### src/rtl/masked_ip_filter_table_unit_macros.svh
// Assertion macros shared by the filter table RTL.
`ifndef MASKED_IP_FILTER_TABLE_UNIT_MACROS_SVH
`define MASKED_IP_FILTER_TABLE_UNIT_MACROS_SVH

// Property that must hold at every clock edge outside reset.
`define MIPF_ASSERT(label, prop, msg) \
    label: assert property (@(posedge clk) disable iff (!rst_n) (prop)) else $error(msg);

// Condition that must never be seen outside reset.
`define MIPF_ASSERT_NEVER(label, cond, msg) \
    label: assert property (@(posedge clk) disable iff (!rst_n) !(cond)) else $error(msg);

`endif

### src/rtl/mipf_scan.sv
// Inclusive prefix OR across the row of cells, built as a log-depth tree.
module mipf_scan #(
    parameter int N = 256
) (
    input  logic [N-1:0] flags,
    output logic [N-1:0] incl
);

    always_comb
    begin
        logic [N-1:0] acc;
        logic [N-1:0] nxt;
        acc = flags;
        for (int d = 1; d < N; d = d * 2)
        begin
            nxt = acc;
            for (int i = d; i < N; i++)
            begin
                nxt[i] = acc[i] | acc[i-d];
            end
            acc = nxt;
        end
        incl = acc;
    end

endmodule

### config.mk
export PLATFORM = sky130hd
export DESIGN_NAME = mipf_scan
export DESIGN_NICKNAME = d
export VERILOG_FILES = /design/src/rtl/masked_ip_filter_table_unit_macros.svh /design/src/rtl/mipf_scan.sv
export SDC_FILE = /design/constraint.sdc
export NUM_CORES = 1
export LEC_CHECK = 0
export BUFFER_PORTS_ARGS = -buffer_cell sky130_fd_sc_hd__buf_2
export CORE_AREA = 2 2 201 203
export DETAILED_ROUTE_END_ITERATION = 16
export DIE_AREA = 0 0 203 205
export PLACE_DENSITY_LB_ADDON = 0.1
export RECOVER_POWER = 100
export SYNTH_ARGS = -nofsm -noshare
export SYNTH_HDL_FRONTEND = slang
export SYNTH_SLANG_ARGS = --single-unit
### constraint.sdc
create_clock -name vclk -period 3.9
set_input_delay 0.78 -clock vclk [all_inputs]
set_output_delay 0.78 -clock vclk [all_outputs]
set_load 0.05 [all_outputs]
==> metrics.txt <==
via count of the first global-routing pass 11608; worst vdd rail ir drop 26.9 µV; dominant cell type by area after synthesis sky130_fd_sc_hd__nor4_1; Setup-failing EPs final 49; all-layer global routing usage 0.253; portion of synthesized cell area occupied by the leading cell type 0.137; overall die area 41600 µm²; Overflow after GRT 0; critical path launch point type primary input; number of violations of the max-capacitance limit 0; crit path cell chain buf_8, nor4_4, buf_4, nand2_4, nor4_4, buf_4, nand2_4, nor3_4, inv_2, or4_4, or3_4, buf_8; type of the worst setup path primary input to output port; cell types with the highest counts after synthesis sky130_fd_sc_hd__nor2_1, sky130_fd_sc_hd__nand2_1, sky130_fd_sc_hd__nor4_1, sky130_fd_sc_hd__nand3_1, sky130_fd_sc_hd__nor3_1; setup repair after global routing missed its margin yes; placement-stage worst setup slack -0.596 ns; Yosys warning count 0; mapped cell area 4690 µm²; DRC errors left 0; sequential share of the synthesized area 0; number of hold violations in the final report 0; reported leakage power 5.77 nW; time the final worst path needs with I/O delays and setup 4.09 ns; data arrival at the endpoint of the critical path 3.31 ns; vertical die dimension between 200 and 250 µm; cells after synthesis 880; maximum clock frequency between 0.2 and 0.25 GHz; post-synthesis cell type count 37; global placer's final weighted congestion 0.909; multi-input combinational cell area approximately 6000 µm²; most repeated cell in the gate-level netlist after synthesis sky130_fd_sc_hd__nor2_1; final wirelength 55900 µm; std cell rows 73; Core Area 39400 µm²; end-of-flow core utilization 0.346; initial antenna violation count 18; Area contributors post-synth sky130_fd_sc_hd__nor4_1, sky130_fd_sc_hd__nor2_1, sky130_fd_sc_hd__nand2_1; average footprint of a synthesized cell 5.33 µm²; Detail Route Antenna Nets 0; ports placed on the boundary 512; maximum fanout along the worst path 2; Area Growth Syn to Fin 190%; cell class contributing the biggest share of worst-path delay simple AND/OR/NAND/NOR gates; final worst-path setup slack -0.191 ns; total number of nets in the final design 2068; drt first-iter violations roughly 420; number of iterations in the first detailed-routing pass 5; worst slack on hold paths 1.91 ns; run status complete, but fails checks; vias per cell 4.71; detailed-route wire length per cell 23.9 µm; pwr/cell area 42.3 nW/µm²; share of final-layout standard cells stronger than drive strength 1 0.622; Worst EP required between 3 and 4 ns; largest net degree at the start of global routing 13; total placed cells including tap cells 2286; final std cells w/o fill 2342; Die Width 203 µm; final-layout fill cell count 4477; starting utilization of the core area 0.119; count of clock-net buffers in the final layout 0; crit share post-route 1.05; delay of the slowest cell on the worst path between 0.5 and 0.6 ns; normalized max-slew margin 0.524; nature of the critical path endpoint output port; FF+latch area 0 µm²; total via count in the routed design 11041; number of flip-flops and latches 0; buffers added on ports 512; Detailed Place HPWL 50500 µm; CP bufs+invs 5; post-synthesis net count 1136; worst-path cell with the longest stage delay sky130_fd_sc_hd__or4_4; wire length of the first global-routing pass 77800 µm; Slew @ Worst Pin 0.717 ns; fin. max-slew vios 0; path type of the worst min-delay path primary input to output port; violations in the final reports setup timing
==> metrics by stage <==
stage | total power, mW | setup TNS (ns) | area (µm²)
final | 0.576 | -2.89 | 13600
after global routing | 0.614 | -12.09 | 13600
after CTS | 0.557 | -1.43 | 12500
after detailed placement | 0.524 | -18.58 | 11400
after global placement | 0.525 | -21.61 | 11400
after floorplan | 0.104 | -44.72 | 5280
==> timing repair <==
action | CTS | global route
endpoints found under the setup margin | 118 | 131
buffers inserted | 23 | 30
gates cloned | 1 | 1
hold buffers | 0 | 0
pin swaps | 40 | 48
resized for setup | 234 | 291
==> cells in the final DEF, fill, tap and decap left out, drive strengths merged, types with 8 or more instances in the layout <==
cell and instances:
or2 19, and3 14, nand2 143, or4 19, nand3 98, and4 13, nor4 116, nand4 74
nand3b 8, inv 41, or3 30, nor3 96, clkbuf 56, nand2b 8, buf 883, nor2 157
nand4b 13
==> path summary, 6_finish.rpt <==
check | to | cells after the start | start | slack [ns]
max | incl[244] | 12 | flags[70] | -0.19
min | incl[217] | 3 | flags[217] | 1.91
==> layer usage <==
layer	wire length, µm	up-vias	track usage
met1	20700	5260	0.270
met5	101	-	0
met2	29900	430	0.508
li1	-	5255	-
met3	3320	80	0.0453
met4	1900	16	0.0610
==> power breakdown <==
part | switching (mW) | internal (mW) | total [mW]
clock network | 0 | 0.000000241 | 0.000000241
logic | 0.310 | 0.266 | 0.576
registers | 0 | 0 | 0
==> final cells by class <==
type | instances | share of cell area
timing repair buffer | 939 | 0.509
tap | 525 | 0.0482
antenna | 7 | 0.00129
inverter | 41 | 0.0122
multi-input combinational | 830 | 0.429
==> cell families after synthesis <==
logic type / after synthesis / share of synthesized area
AND/OR/NAND/NOR: 830 / 0.959
buffers and inverters: 50 / 0.0411
Note: power is estimated with default switching activity, not from simulation.
