===== src/rtl/masked_ip_filter_table_unit_macros.svh =====
// Assertion macros shared by the filter table RTL.
`ifndef MASKED_IP_FILTER_TABLE_UNIT_MACROS_SVH
`define MASKED_IP_FILTER_TABLE_UNIT_MACROS_SVH

// Property that must hold at every clock edge outside reset.
`define MIPF_ASSERT(label, prop, msg) \
    label: assert property (@(posedge clk) disable iff (!rst_n) (prop)) else $error(msg);

// Condition that must never be seen outside reset.
`define MIPF_ASSERT_NEVER(label, cond, msg) \
    label: assert property (@(posedge clk) disable iff (!rst_n) !(cond)) else $error(msg);

`endif


===== src/rtl/mipf_pkg.sv =====
// Types, codes and helper functions for the masked IPv4 filter table.
package mipf_pkg;

    localparam logic [1:0] MODE_LOOKUP = 2'd0;
    localparam logic [1:0] MODE_ADD    = 2'd1;
    localparam logic [1:0] MODE_REMOVE = 2'd2;

    localparam logic [1:0] STATUS_OK        = 2'd0;
    localparam logic [1:0] STATUS_FULL      = 2'd1;
    localparam logic [1:0] STATUS_NOT_FOUND = 2'd2;
    localparam logic [1:0] STATUS_ADDS_OFF  = 2'd3;

    localparam logic [1:0] BAN_ALLOW_ONLY = 2'd0;
    localparam logic [1:0] BAN_BLOCK      = 2'd1;
    localparam logic [1:0] BAN_ADDS_OFF   = 2'd2;

    localparam logic [31:0] ALL_ONES   = 32'hffff_ffff;
    localparam logic [7:0]  OCTET_FULL = 8'hff;

    typedef struct packed {
        logic [1:0]  mode;
        logic [31:0] address;
    } req_t;

    typedef struct packed {
        logic       blocked;
        logic [1:0] status;
        logic [8:0] entry_count;
    } rsp_t;

    typedef struct packed {
        logic hit;
        logic free;
        logic exact;
    } cell_flags_t;

    typedef struct packed {
        logic load;
        logic shift;
    } cell_ctrl_t;

    typedef enum logic {
        ST_IDLE,
        ST_COMMIT
    } state_t;

    // A zero octet in a pattern is a wildcard; every other octet must match.
    function automatic logic [31:0] mask_of(input logic [31:0] pat);
        logic [31:0] m;
        m = '0;
        for (int k = 0; k < 4; k++)
        begin
            if (pat[8*k +: 8] != 8'd0)
            begin
                m[8*k +: 8] = OCTET_FULL;
            end
        end
        return m;
    endfunction

endpackage


===== src/rtl/mipf_cell.sv =====
// One table entry: holds a pattern and compares it against the incoming item.
module mipf_cell
    import mipf_pkg::*;
(
    input  logic        clk,
    input  logic        rst_n,
    input  logic        cmp_en,
    input  logic        valid,
    input  logic [31:0] address,
    input  cell_ctrl_t  ctrl,
    input  logic [31:0] wr_data,
    input  logic [31:0] neighbor_pattern,
    output logic [31:0] pattern,
    output cell_flags_t flags
);

    logic [31:0] pattern_reg;
    logic [31:0] pattern_next;
    cell_flags_t flags_reg;
    cell_flags_t flags_next;

    always_comb
    begin
        pattern_next = pattern_reg;
        if (ctrl.load)
        begin
            pattern_next = wr_data;
        end
        else if (ctrl.shift)
        begin
            pattern_next = neighbor_pattern;
        end
    end

    // The mask is always derived from the pattern, so only the pattern is stored.
    always_comb
    begin
        flags_next.hit   = valid && ((address & mask_of(pattern_reg)) == pattern_reg);
        flags_next.free  = valid && (pattern_reg == ALL_ONES);
        flags_next.exact = valid && (pattern_reg == address);
    end

    always_ff @(posedge clk)
    begin
        pattern_reg <= pattern_next;
    end

    always_ff @(posedge clk or negedge rst_n)
    begin
        if (!rst_n)
        begin
            flags_reg <= '0;
        end
        else if (cmp_en)
        begin
            flags_reg <= flags_next;
        end
    end

    assign pattern = pattern_reg;
    assign flags   = flags_reg;

endmodule


===== config.mk =====
export PLATFORM = sky130hd
export DESIGN_NAME = mipf_cell
export DESIGN_NICKNAME = d
export VERILOG_FILES = /design/src/rtl/masked_ip_filter_table_unit_macros.svh /design/src/rtl/mipf_pkg.sv /design/src/rtl/mipf_cell.sv
export SDC_FILE = /design/constraint.sdc
export NUM_CORES = 1
export LEC_CHECK = 0
export BUFFER_PORTS_ARGS = -buffer_cell sky130_fd_sc_hd__buf_4
export CORE_MARGIN = 10
export CORE_UTILIZATION = 35
export CTS_CLUSTER_DIAMETER = 30
export DETAILED_ROUTE_END_ITERATION = 16
export GPL_TIMING_DRIVEN = 0
export PLACE_DENSITY_LB_ADDON = 0.08
export SYNTH_ARGS = -nofsm -noshare
export SYNTH_HDL_FRONTEND = slang
export SYNTH_SLANG_ARGS = --single-unit

===== constraint.sdc =====
create_clock -name clk -period 1.8 [get_ports clk]
set_input_delay 0.36 -clock clk [delete_from_list [all_inputs] [get_ports clk]]
set_output_delay 0.36 -clock clk [all_outputs]
set_load 0.01 [all_outputs]

==> results of run 1 <==
==> what timing repair did <==
action / in CTS / in global routing
gates resized for setup: 2 / 3
pin swaps: 1 / 0
setup buffers: 2 / 0
setup endpoints to repair: 2 / 34
hold buffers: 1 / 0
hold endpoints to repair: 3 / 0
==> per-layer routing <==
layer	vias up	wire [um]	GRT usage
li1	1015	-	-
met1	954	3350	0.183
met2	95	3760	0.262
met3	8	638	0.0585
met4	0	46	0.0246
met5	-	0	0
==> metrics by stage <==
stage               setup TNS, ns  cell area [um2]
CTS                   -0.00000333             3350
detailed placement          -7.90             3240
global route              -0.0739             3360
finish                    -0.0115             3360
floorplan                       0             2140
global placement            -6.61             3240
==> cell families (layout without fill, tap and decap cells) <==
family / after synthesis / count (layout) / synth area share
flip-flops: 35 / 35 / 0.485
AND/OR/NAND/NOR: 44 / 44 / 0.129
buffers and inverters: 38 / 183 / 0.0668
multiplexers: 32 / 32 / 0.169
AO/OA/AOI/OAI: 39 / 39 / 0.150
==> synth_stat cells <==
library cell | instances | area share
a2111oi_4 | 1 | 0.013
nor3_1 | 2 | 0.0047
clkbuf_1 | 4 | 0.0070
o22ai_1 | 15 | 0.044
inv_2 | 2 | 0.0035
nor3b_1 | 1 | 0.0035
o2111ai_1 | 1 | 0.0041
nand4_2 | 1 | 0.0059
and2b_1 | 1 | 0.0035
a21oi_1 | 1 | 0.0023
and3_1 | 1 | 0.0029
nand2_1 | 5 | 0.0088
mux2_2 | 32 | 0.17
nand4_1 | 9 | 0.026
and4b_1 | 1 | 0.0047
nand2b_1 | 1 | 0.0029
or3_1 | 1 | 0.0029
o21ai_0 | 1 | 0.0023
or2_2 | 1 | 0.0029
nor2b_1 | 6 | 0.018
and2b_2 | 1 | 0.0041
inv_1 | 31 | 0.055
dfrtp_1 | 3 | 0.035
clkinv_1 | 1 | 0.0018
o31ai_1 | 4 | 0.014
nor4_1 | 10 | 0.029
o32ai_2 | 1 | 0.0076
o2bb2ai_1 | 1 | 0.0041
nor2_1 | 1 | 0.0018
a22oi_1 | 4 | 0.014
a2111oi_0 | 1 | 0.0041
or4_1 | 2 | 0.0070
a2111o_1 | 2 | 0.011
a221o_1 | 2 | 0.0094
a22o_1 | 5 | 0.021
edfxtp_1 | 32 | 0.45
==> worst register-to-register path, delay by kind of cell (launching register included) <==
kind / cells / cell delay (ns)
AOI/OAI and AO/OA: 3 / 0.94
and+or+nand+nor: 2 / 0.39
DFF: 1 / 0.40
==> worst min path at each step <==
stage	to	slack, ns	cells past startpoint
2_1_floorplan	flags[0]$_DFFE_PN0P_	0.06	0
3_3_place_gp	flags[1]$_DFFE_PN0P_	0.15	1
3_5_place_dp	flags[1]$_DFFE_PN0P_	0.15	1
4_1_cts	flags[2]$_DFFE_PN0P_	0.30	2
5_1_grt	flags[2]$_DFFE_PN0P_	0.30	2
6_report	flags[2]$_DFFE_PN0P_	0.31	2
==> cell type report <==
cell class                      count  share of cell area
Timing Repair Buffer              138               0.309
Sequential cell                    35               0.308
Tap cell                           75              0.0279
Clock buffer                        5              0.0205
Inverter                           34              0.0380
Buffer                              4             0.00484
Clock inverter                      2             0.00261
Multi-Input combinational cell    115               0.289
==> power groups by stage <==
| stage | Combinational (W) | Sequential (W) | Clock (W) |
|---|---|---|---|
| 6_report | 0.000622 | 0.00111 | 0.000523 |
| 5_1_grt | 0.000675 | 0.00112 | 0.000573 |
| 4_1_cts | 0.000626 | 0.00111 | 0.000534 |
| 3_5_place_dp | 0.000607 | 0.00113 | 0 |
| 3_3_place_gp | 0.000603 | 0.00113 | 0 |
| 2_1_floorplan | 0.000220 | 0.00113 | 0 |
==> results.cfg, run 1 <==
[clocking]
clock-sinks = 35
cts_tree = built
cts_buffers = 5
htreeDepth = 2
clkLatencyLatePin_ns = 0.28
clk_pin_slew_ns = 0.07
cts_root_buf = clkbuf_8
clock_path_buffers = 2

[global_routing]
grt_max_degree = 33
grt_overflow_total = 0
grt_pass1_wl_um = 12100
antenna_found_initial = 0
grt.total_usage = 0.154
grt_pass1_vias = 2362

[detailed_routing]
drc = 0
wl_per_cell_um = 19.1
drt-total-wl_um = 7800
via_per_inst = 5.08
routed-via-count = 2072
ant_nets = 0
drt_iter0_drc = 107
dr.pass1.iters = 4

[hold_path]
hold_path_class = input pin to register
min_from = cmp_en

[critical_path]
worstPathArrival_ns = 2.00
slowest_stage = a2111o_1
worst-path-stages = 5
rrSetupSlack_ns = -0.01
cp_num_buf_inv = 0
cp_top_family = compound AO/OA/AOI/OAI gates
cp-endpoint = flags[2]$_DFFE_PN0P_
start_kind = register
r2r_cells = 5
slowest_delay_ns = 0.42
cp-startpoint = pattern[6]$_DFFE_PP_
crit_type = register to register
crit_chain = and2b_2, a2111o_1, a2111oi_4, nand4_2, o32ai_2
required_ns = 1.99
worstReg2RegStart = pattern[6]$_DFFE_PP_
cp_max_fo = 2
timing.rr.end = flags[2]$_DFFE_PN0P_
cp-end-kind = register

[placement]
dp_slack_ns = -0.243
dp_hpwl_um = 6550
place_congestion = 0.884
dp.cells = 398
io_buffers = 135

[synthesis]
yosysWarningCount = 0
ys_types = 36
avgSynthCellArea_um2 = 11.4
syn_nets = 290
syn_inst = 188
syn_area_um2 = 2130
seq_area_frac_synth = 0.485
yosys_register_bits = 35

[floorplan]
num_rows = 28
pin_count = 137
core_um2 = 5920
start_util = 0.361
die_h_um = 98.1
die-area_um2 = 9620
die_w_um = 98.1

[outcome]
violations = setup timing
outcome = complete, but fails checks

[power]
power_density_nw_per_um2 = 671
ir_drop_uv = 340
combPwrFrac = 0.276
power_leakage_nw = 1.53
power.switching_w = 0.000633
p_clk_frac = 0.232
internal-power_w = 0.00162
seq_power_share = 0.492
switching_share = 0.281
total_power_w = 0.00225

[sta]
worst_slack_ns = -0.0115
worst_clock_skew_ns = 0.00174
rsz0062_at_grt = true
hold-worst-slack_ns = 0.310
slew_viol_final = 0
fmax_mhz = 552
period_needed_ns = 1.81
relSlewSlack = 0.646
period_share = 1.01
worstMarginPinSlew_ns = 0.532
hold_violations = 0
finalSetupViolCount = 1

[layout]
num-fill-cells = 520
largest_reg_flops = 32
drive_above_1_share = 0.556
layout_commonest_cell = buf_4
diodes = 0
multi_input_area_um2 = 971
finalNonFillerCells = 408
syn_to_final_growth_pct = 57.4
most-common-layout-cells = 137 x buf_4, 32 x mux2_2, 32 x edfxtp_1
ff_latch_area_um2 = 1040
num-nets-final = 435
final_util = 0.568

[run]
max-cap-violations = 0
No activity file was read; power rests on OpenSTA's default activity.
==> inputs of run 2 (changes only) <==
--- a/config.mk
+++ b/config.mk
@@ -11,7 +11,7 @@
 export CTS_CLUSTER_DIAMETER = 30
 export DETAILED_ROUTE_END_ITERATION = 16
 export GPL_TIMING_DRIVEN = 0
-export PLACE_DENSITY_LB_ADDON = 0.08
+export PLACE_DENSITY = 0.72
 export SYNTH_ARGS = -nofsm -noshare
 export SYNTH_HDL_FRONTEND = slang
 export SYNTH_SLANG_ARGS = --single-unit
==> results.cfg, run 2 (synthesis results as in run 1) <==
[floorplan]
die_w_um = 98.1
pin_count = 137
num_rows = 28
core_um2 = 5920
start_util = 0.361
die_h_um = 98.1
die-area_um2 = 9620

[critical_path]
cp-end-kind = register
required_ns = 2.00
worst-path-stages = 5
r2r_cells = 5
start_kind = register
crit_type = register to register
cp_max_fo = 2
crit_chain = and2b_2, a2111o_1, a2111oi_4, nand4_2, o32ai_2
slowest_stage = edfxtp_1
cp_top_family = compound AO/OA/AOI/OAI gates
worstPathArrival_ns = 1.98
slowest_delay_ns = 0.42
cp_num_buf_inv = 0

[global_routing]
grt_pass1_vias = 2371
gr-usage-met1 = 0.163
grt_pass1_wl_um = 12200
top_usage_layer = met2
gr-usage-met2 = 0.282
antenna_found_initial = 0
grt.total_usage = 0.158
grt_overflow_total = 0
grt_max_degree = 33
gr-usage-met3 = 0.0712

[power]
power_leakage_nw = 1.52
power.switching_w = 0.000661
internal-power_w = 0.00163
seq_power_share = 0.484
p_clk_frac = 0.246
power_density_nw_per_um2 = 683
switching_share = 0.288
combPwrFrac = 0.270
ir_drop_uv = 410

[layout]
syn_to_final_growth_pct = 57.3
diodes = 0
final_area_um2 = 3360
most-common-layout-cells = 136 x buf_4, 32 x mux2_2, 32 x edfxtp_1
largest_reg_flops = 32
layout_commonest_cell = buf_4
drive_above_1_share = 0.551
num-nets-final = 435

[sta]
worst_clock_skew_ns = 0.0117
fmax_mhz = 563
period_share = 0.988
finalSetupViolCount = 0
rsz0062_at_grt = true
tns_ns = 0
relSlewSlack = 0.635
worstMarginPinSlew_ns = 0.548
worst_slack_ns = 0.0225
hold-worst-slack_ns = 0.292
hold_violations = 0
period_needed_ns = 1.78
slew_viol_final = 0

[clocking]
cts_buffers = 5
clkLatencyLatePin_ns = 0.29
htreeDepth = 2
cts_tree = built
clock_path_buffers = 2
cts_root_buf = clkbuf_8
clock-sinks = 35
clk_pin_slew_ns = 0.08

[detailed_routing]
routed-via-count = 2113
drc = 0
drt-total-wl_um = 8120
wl_per_cell_um = 19.9
drt_iter0_drc = 122
via_per_inst = 5.17
dr.pass1.iters = 4
ant_nets = 0

[placement]
dp_hpwl_um = 6770
place_area_um2 = 3240
io_buffers = 135
place_congestion = 0.867
dp_slack_ns = -0.244

[run]
max-cap-violations = 0

[outcome]
outcome = completed

[hold_path]
hold-path-cell-count = 2
hold_path_class = input pin to register
-- run 2: power groups by stage --
stage / logic, W / clock network [W] / registers [W]
after floorplan: 0.000220 / 0 / 0.00113
after global placement: 0.000602 / 0 / 0.00112
after detailed placement: 0.000610 / 0 / 0.00113
after CTS: 0.000623 / 0.000570 / 0.00111
after global routing: 0.000669 / 0.000605 / 0.00113
final: 0.000620 / 0.000564 / 0.00111
-- run 2: layout make-up --
type,instances,area (um2)
Fill cell,550,2560
Sequential cell,35,1040
Timing Repair Buffer,137,1030
Clock buffer,7,76.3
Buffer,4,16.3
Tap cell,75,93.8
Multi-Input combinational cell,116,972
Inverter,34,128
Clock inverter,1,5.00
-- run 2: path summary, 6_finish.rpt --
check                                startpoint              endpoint  slack [ns]
setup / recovery           pattern[6]$_DFFE_PP_  flags[2]$_DFFE_PN0P_        0.02
hold / removal                           cmp_en  flags[2]$_DFFE_PN0P_        0.29
setup reg to reg           pattern[6]$_DFFE_PP_  flags[2]$_DFFE_PN0P_        0.02
hold reg to reg            flags[0]$_DFFE_PN0P_  flags[0]$_DFFE_PN0P_        0.50
max in group asynchronous                 rst_n  flags[1]$_DFFE_PN0P_        1.30
min in group asynchronous                 rst_n  flags[2]$_DFFE_PN0P_        0.39
-- run 2: per-layer routing --
layer / vias to the layer above / wire length (um)
li1: 1022 / -
met1: 977 / 2950
met2: 104 / 4260
met3: 10 / 798
met4: 0 / 121
met5: - / 0
-- run 2: stage by stage --
stage	total power, W	util	instances
floorplan	0.00135	-	188
global placement	0.00173	0.548	398
detailed placement	0.00174	0.548	398
CTS	0.00230	0.566	408
global route	0.00240	0.567	409
finish	0.00229	0.567	409
-- run 2: what timing repair did --
action,4_1_cts,5_1_grt
setup endpoints to repair,2,34
setup buffers,1,0
endpoints found under the hold margin,3,0
hold buffers,1,0
pin swaps,1,2
gates resized for setup,2,2
cloned,0,1
